File: config.mk
export PLATFORM = sky130hd
export DESIGN_NAME = sfc_div
export DESIGN_NICKNAME = d
export VERILOG_FILES = /design/src/rtl/core/sfc_pkg.sv /design/src/rtl/core/sfc_div.sv
export SDC_FILE = /design/constraint.sdc
export NUM_CORES = 1
export LEC_CHECK = 0
export BUFFER_PORTS_ARGS = -buffer_cell sky130_fd_sc_hd__buf_4
export CAP_MARGIN = 5
export CORE_MARGIN = 2
export CORE_UTILIZATION = 30
export CTS_CLUSTER_SIZE = 8
export DETAILED_ROUTE_END_ITERATION = 10
export PLACE_DENSITY = 0.61
export SLEW_MARGIN = 15
export SYNTH_ARGS = -nofsm -noshare
export SYNTH_HDL_FRONTEND = slang
export SYNTH_SLANG_ARGS = --single-unit
File: constraint.sdc
create_clock -name clk -period 5.1 [get_ports clk]
set_input_delay 1.02 -clock clk [delete_from_list [all_inputs] [get_ports clk]]
set_output_delay 1.02 -clock clk [all_outputs]
set_load 0.01 [all_outputs]
File: src/rtl/core/sfc_pkg.sv
// Shared types and constants for the slab free checker.
// Request and result payloads, divider result, status and command codes.
// No dependencies.
`timescale 1ns / 1ps

package sfc_pkg;

  // Field widths
  localparam int ADDR_BITS = 64;
  localparam int SIZE_BITS = 17;
  localparam int COUNT_BITS = 7;
  localparam int SLAB_BITS = 4;
  localparam int STATUS_BITS = 2;
  localparam int CFG_BITS = 17;

  // Command codes
  localparam logic CMD_ALLOC = 1'b0;
  localparam logic CMD_FREE  = 1'b1;

  // Status codes
  localparam logic [STATUS_BITS-1:0] ST_OK        = 2'd0;
  localparam logic [STATUS_BITS-1:0] ST_RANGE     = 2'd1;
  localparam logic [STATUS_BITS-1:0] ST_UNALIGNED = 2'd2;
  localparam logic [STATUS_BITS-1:0] ST_DUP_FREE  = 2'd3;

  // Configuration register indexes
  localparam logic CFG_SLOT_SIZE    = 1'b0;
  localparam logic CFG_SLOTS_IN_USE = 1'b1;

  typedef struct packed {
    logic                 cmd;
    logic [SLAB_BITS-1:0] slab_id;
    logic [ADDR_BITS-1:0] slab_base;
    logic [ADDR_BITS-1:0] item_addr;
  } req_t;

  typedef struct packed {
    logic [STATUS_BITS-1:0] status;
    logic [ADDR_BITS-1:0]   slot_index;
    logic [ADDR_BITS-1:0]   expected_addr;
  } result_t;

  typedef struct packed {
    logic [ADDR_BITS-1:0] quotient;
    logic [SIZE_BITS-1:0] remainder;
  } div_result_t;

endpackage

File: src/rtl/core/sfc_div.sv
// Restoring divider: 64-bit dividend by 17-bit divisor, one quotient bit per cycle.
// Depends on sfc_pkg.
`timescale 1ns / 1ps

module sfc_div
  import sfc_pkg::*;
(
  input  logic                 clk,
  input  logic                 rst,
  input  logic                 start,
  input  logic [ADDR_BITS-1:0] dividend,
  input  logic [SIZE_BITS-1:0] divisor,
  output logic                 done,
  output div_result_t          res
);

  localparam int STEP_W = $clog2(ADDR_BITS);

  logic                 active;
  logic [STEP_W-1:0]    step;
  logic [ADDR_BITS-1:0] quo;
  logic [SIZE_BITS-1:0] rem;
  logic [SIZE_BITS-1:0] dvs;

  logic [SIZE_BITS:0]   rem_shift;
  logic [SIZE_BITS:0]   diff;
  logic                 ge;
  logic [SIZE_BITS-1:0] rem_next;
  logic [ADDR_BITS-1:0] quo_next;

  // One restoring step: shift in the next dividend bit, subtract if it fits
  always_comb begin
    rem_shift = {rem, quo[ADDR_BITS-1]};
    diff      = rem_shift - {1'b0, dvs};
    ge        = rem_shift >= {1'b0, dvs};
    rem_next  = ge ? diff[SIZE_BITS-1:0] : rem_shift[SIZE_BITS-1:0];
    quo_next  = {quo[ADDR_BITS-2:0], ge};
  end

  // Control
  always_ff @(posedge clk) begin
    if (rst) begin
      active <= 1'b0;
      done   <= 1'b0;
      step   <= '0;
    end else begin
      done <= 1'b0;
      if (start) begin
        active <= 1'b1;
        step   <= '0;
      end else if (active) begin
        step <= step + STEP_W'(1);
        if (step == STEP_W'(ADDR_BITS - 1)) begin
          active <= 1'b0;
          done   <= 1'b1;
        end
      end
    end
  end

  // Datapath
  always_ff @(posedge clk) begin
    if (start) begin
      quo <= dividend;
      rem <= '0;
      dvs <= divisor;
    end else if (active) begin
      quo <= quo_next;
      rem <= rem_next;
    end
  end

  assign res.quotient  = quo;
  assign res.remainder = rem;

endmodule

==> results of run 1 <==
## state kept, by name, summed over array words and instances (netlist names)
name    flops
rem        17
quo        64
dvs        17
done        1
active      1
step        6
## layer usage
metal  routed length, um  vias to the layer above  global-route usage (%)
li1                    -                     1801                       -
met1                5520                     1762                    17.6
met2                6000                      158                    23.6
met3                1470                       15                    7.03
met4                 205                        0                    4.68
met5                   0                        -                       0
## area by class of cell
cell class                 instances  share of cell area (%)
clock buffer                       9                    3.29
clock inverter                     7                   0.858
sequential                       106                    42.8
tap                              220                    4.02
multi-input combinational        249                    29.4
inverter                          22                    1.20
timing repair buffer             168                    18.4
## cells in the final DEF, fill, tap and decap left out, types with 3 or more instances in the layout
master       n
nand4_1      6
clkbuf_16    9
a32oi_1      5
xnor2_1     12
buf_4      168
ha_1        18
mux2_2      64
nand2b_1     5
a311oi_1     9
nand3_1      6
mux2i_1      3
nand2_1     26
inv_1       21
a21o_1       4
a211oi_1     4
xor2_1       6
o21ai_0     12
a21oi_1     13
edfxtp_1    81
nor2_1      24
dfxtp_1     25
## kinds of logic after synthesis
kind of cell,Yosys count,share of synthesized area [%]
fa+ha+maj,19,4.81
xor+xnor,18,3.09
buf+inv,37,2.82
simple gates,79,7.12
compound gates,66,9.85
flops,106,57.6
mux,67,14.7
## worst min path at each step
stage | from | to | slack [ns] | cells past startpoint
finish | step[5] | step[5] | 0.50 | 2
global route | step[5] | step[5] | 0.52 | 2
CTS | step[5] | step[5] | 0.50 | 2
floorplan | step[5] | done | 0.45 | 2
detailed placement | step[5] | step[5] | 0.48 | 2
global placement | step[5] | step[5] | 0.47 | 2
## worst max-delay path, cell delays in order
cell and delay, ns:
buf_4 0.45, nor2_1 0.29, inv_2 0.80, buf_4 0.43
## power by group
group	internal (W)	leakage (nW)	switching, W
clock	0.000340	0.134	0.000348
combinational	0.000225	1.70	0.000204
sequential	0.00102	1.01	0.0000503
total	0.00159	2.84	0.000602
## stage by stage
stage,total power [W],cells,hold WS (ns)
6_report,0.00219,781,0.499
5_1_grt,0.00229,781,0.519
4_1_cts,0.00221,781,0.496
3_5_place_dp,0.00152,765,0.483
3_3_place_gp,0.00152,765,0.468
2_1_floorplan,0.00131,392,0.453
==> impl_metrics.env, run 1 <==
export IMPL_preCtsSetupSlack_ns=1.68
export IMPL_post_cts_buffers=0
export IMPL_synthTopCellsByCount="edfxtp_1 (81), mux2_2 (64), nand2_1 (26), dfxtp_1 (25), nor2_1 (24)"
export IMPL_grt_pass1_vias=3945
export IMPL_reg2regPathDepth=11
export IMPL_multiInputGateArea_um2=2020
export IMPL_grt_max_degree=53
export IMPL_endpoint_kind="flop"
export IMPL_numPortBuffers=165
export IMPL_die_width_um=134
export IMPL_wl_per_cell_um=16.9
export IMPL_final_util_pct=41.3
export IMPL_final_setup_tns_ns=0
export IMPL_leakagePower_nw=2.84
export IMPL_hold_viol=0
export IMPL_synth_nets=495
export IMPL_die_area_um2=18000
export IMPL_ctsHtreeMaxLevel=3
export IMPL_ys_seq_area_share_pct=57.6
export IMPL_avgViaCountPerCell=4.78
export IMPL_clockBufferDepth=2
export IMPL_wl_um=13200
export IMPL_hold_class="reg -> reg"
export IMPL_ff2ff_setup_slack_ns=2.24
export IMPL_syn_avg_cell_area_um2=13.0
export IMPL_criticalPathCategory="in -> reg"
export IMPL_slew_headroom_pct=33.2
export IMPL_place_gp_congestion=0.872
export IMPL_worstSetupEndpoint="quo[24]"
export IMPL_clock_skew_ns=0.0127
export IMPL_coreArea_um2=16600
export IMPL_grt_antenna_before_repair=0
export IMPL_finalSetupViolations=0
export IMPL_area_growth_syn_to_layout_pct=34.5
export IMPL_num_io_pins=166
export IMPL_cts_resized=0
export IMPL_cts_tree="built"
export IMPL_r2r_end="rem[12]"
export IMPL_synth_area_um2=5090
export IMPL_ys_types=47
export IMPL_cp_arrival_ns=3.04
export IMPL_initial_utilization_pct=30.7
export IMPL_ys_warn_count=0
export IMPL_root_buffer="clkbuf_16"
export IMPL_diodes=0
export IMPL_std_cell_rows=47
export IMPL_n_fill_cell=1624
export IMPL_slew_viol_final=0
export IMPL_final_cell_area_um2=6850
export IMPL_overflow=0
export IMPL_rsz0062_at_grt="no"
export IMPL_synth_cells=392
export IMPL_reg2reg_from="quo[63]"
export IMPL_cap_violations=0
export IMPL_synth_top_area_share_pct=47.7
export IMPL_synthFlopType="edfxtp_1"
export IMPL_numClockSinks=106
export IMPL_status="complete, no violations"
export IMPL_cellPowerDensity_nw_per_um2=319
export IMPL_period_share_pct=58.8
export IMPL_grt_pass1_wl_um=20800
export IMPL_vdd_drop_max_mv=0.157
export IMPL_insertion_delay_ns=0.36
export IMPL_dr_first_iter_drc_count=170
export IMPL_drt_pass1_iterations=6
export IMPL_antenna_left=0
export IMPL_yosysMostFrequentCell="edfxtp_1"
export IMPL_fmax_mhz=334
export IMPL_vias=3736
export IMPL_crit_fanout=44
export IMPL_drc=0
export IMPL_layout_setup_ws_ns=2.10
export IMPL_drive_above_1_share_pct=45.8
export IMPL_synth_edff_count=81
export IMPL_dieHeight_um=134
export IMPL_synthArstFlopShare_pct=0
export IMPL_critPathLaunch="start"
export IMPL_cts_made_buffers=9
export IMPL_cp_data_required_time_ns=5.14
export IMPL_nets=659
export IMPL_synth_area_leaders="edfxtp_1 (48%), mux2_2 (14%), dfxtp_1 (9.8%), ha_1 (4.4%), xnor2_1 (2.1%)"
export IMPL_placed_area_um2=6570
export IMPL_yosys_register_bits=106
export IMPL_period_minus_slack_ns=3.00
export IMPL_clkTransAtPathRegs_ns=0.07
export IMPL_register_area_um2=2930
export IMPL_tightest_slew_ns=1.00
export IMPL_ctsHoldBuffers=0
export IMPL_crit_path_start_kind="input port"
export IMPL_post_dp_hpwl_um=9590
export IMPL_synth_top_area_cell="edfxtp_1"
export IMPL_grt_usage_pct=14.8
Power figures use the tool's default switching activity.
==> run 2, diff against run 1 <==
clock period = 3.1 ns   (was 5.1 ns; I/O delays follow)
==> impl_metrics.env, run 2 (same netlist as run 1, synthesis figures left out) <==
export IMPL_status="complete, no violations"
export IMPL_tightest_slew_ns=0.766
export IMPL_cts_tree="built"
export IMPL_drive_above_1_share_pct=45.7
export IMPL_avgViaCountPerCell=4.83
export IMPL_worstSetupEndpoint="rem[8]"
export IMPL_clock_skew_ns=0.0112
export IMPL_slowest_delay_ns=0.44
export IMPL_cp_buffers_inverters=2
export IMPL_p_sw_share_pct=26.7
export IMPL_drc=0
export IMPL_cap_violations=0
export IMPL_ctsHtreeMaxLevel=3
export IMPL_ff2ff_setup_slack_ns=0.29
export IMPL_wl_per_cell_um=17.1
export IMPL_std_cell_rows=47
export IMPL_final_util_pct=41.6
export IMPL_root_buffer="clkbuf_16"
export IMPL_placed_area_um2=6600
export IMPL_final_common_cell="buf_4"
export IMPL_period_minus_slack_ns=2.81
export IMPL_cts_resized=0
export IMPL_rsz0062_at_grt="no"
export IMPL_hold_path_startpoint="rst"
export IMPL_area_growth_syn_to_layout_pct=35.5
export IMPL_reg2regPathDepth=11
export IMPL_hold_class="in -> reg"
export IMPL_cts_made_buffers=9
export IMPL_n_fill_cell=1571
export IMPL_initial_utilization_pct=30.7
export IMPL_top_regs="quo x64, dvs x17, rem x17"
export IMPL_grt_pass1_vias=4078
export IMPL_largest_reg_flops=64
export IMPL_nets=660
export IMPL_slowest_stage="fa_1"
export IMPL_clkTransAtPathRegs_ns=0.08
export IMPL_fmax_mhz=356
export IMPL_r2r_end="rem[8]"
export IMPL_critical_path_depth=11
export IMPL_final_cells=782
export IMPL_place_gp_congestion=0.834
export IMPL_wl_um=13400
export IMPL_period_share_pct=90.5
export IMPL_final_cell_area_um2=6900
export IMPL_grt_pass1_wl_um=21300
export IMPL_insertion_delay_ns=0.35
export IMPL_diodes=0
export IMPL_p_comb_share_pct=19.3
export IMPL_numPortBuffers=165
export IMPL_hold_viol=0
export IMPL_dp_cells=766
export IMPL_p_switching_w=0.000986
export IMPL_crit_path_start_kind="flop"
export IMPL_post_dp_hpwl_um=9670
export IMPL_clockBufferDepth=2
export IMPL_dieHeight_um=134
export IMPL_p_clk_share_pct=32.8
export IMPL_crit_fanout=15
export IMPL_cp_data_required_time_ns=3.32
export IMPL_post_cts_buffers=0
export IMPL_reg2reg_from="quo[63]"
export IMPL_overflow=0
export IMPL_cp_arrival_ns=3.03
export IMPL_finalSetupViolations=0
export IMPL_cpLargestDelayFamily="compound AO/OA/AOI/OAI gates"
export IMPL_crit_chain="inv_1, ha_1, inv_1, fa_1, a211oi_2, o21ai_2, o211ai_2, o211ai_2, o21ai_0, a2bb2oi_1, nor2_1"
export IMPL_dr_first_iter_drc_count=173
export IMPL_top_register="quo"
export IMPL_slew_headroom_pct=48.8
export IMPL_final_setup_tns_ns=0
export IMPL_holdWs_ns=0.423
export IMPL_coreArea_um2=16600
export IMPL_num_io_pins=166
export IMPL_layout_common_cells="buf_4 (167), edfxtp_1 (81), mux2_2 (64)"
export IMPL_endpoint_kind="flop"
export IMPL_numClockSinks=106
export IMPL_die_width_um=134
export IMPL_grt_usage_pct=15.2
export IMPL_cellPowerDensity_nw_per_um2=534
export IMPL_drt_pass1_iterations=4
export IMPL_grt_antenna_before_repair=0
export IMPL_die_area_um2=18000
export IMPL_criticalPathCategory="reg -> reg"
export IMPL_antenna_left=0
export IMPL_leakagePower_nw=2.87
export IMPL_vdd_drop_max_mv=0.358
export IMPL_pwr_share_seq_pct=47.9
export IMPL_ctsHoldBuffers=0
export IMPL_slew_viol_final=0
export IMPL_vias=3778
export IMPL_critPathLaunch="quo[63]"
export IMPL_grt_max_degree=65
export IMPL_p_int_w=0.00270
-- run 2: changes by cell type in the layout (fill, tap and decap cells not counted), sizes merged --
cell	change
clkbuf	+2
clkinv	-2
clkinvlp	-2
buf	+1
bufinv	+1
inv	+1
-- run 2: area by class of cell --
type,instances,area (um^2),area share (%)
Clock buffer,11,233,3.37
Sequential cell,106,2930,42.5
Clock inverter,5,67.6,0.979
Inverter,22,82.6,1.20
Multi-Input combinational cell,249,2020,29.2
Timing Repair Buffer,169,1290,18.7
Tap cell,220,275,3.99
-- run 2: worst min path at each step --
stage	cells after the start	slack [ns]	endpoint
CTS	2	0.40	active
global placement	2	0.47	step[5]
floorplan	2	0.45	done
detailed placement	2	0.48	step[5]
global route	2	0.40	active
finish	2	0.42	active
-- run 2: per-layer routing --
| layer | global-route usage (%) | part of all wire [%] | vias up |
|---|---|---|---|
| met1 | 17.3 | 41 | 1812 |
| met2 | 25.2 | 47 | 155 |
| met3 | 7.33 | 11 | 11 |
| met4 | 4.56 | 1.2 | 0 |
| met5 | 0 | 0 | - |
| li1 | - | - | 1800 |
-- run 2: stage by stage --
step / setup WS [ns] / power [W]
floorplan: 0.162 / 0.00216
global placement: 0.333 / 0.00250
detailed placement: 0.312 / 0.00251
CTS: 0.264 / 0.00374
global route: 0.0118 / 0.00385
finish: 0.295 / 0.00369
-- run 2: worst reg2reg max path: cells and delay by family (launching register included) --
kind	cells	cell delay [ns]
buf+inv	2	0.13
flops	1	0.40
compound gates	6	1.51
fa+ha+maj	2	0.59
simple gates	1	0.05
-- run 2: power by group through the flow --
stage               logic (W)  clock network (W)  registers, W
finish               0.000710            0.00121       0.00176
global route         0.000779            0.00129       0.00178
CTS                  0.000717            0.00125       0.00177
detailed placement   0.000716                  0       0.00180
global placement     0.000704                  0       0.00179
floorplan            0.000341                  0       0.00182
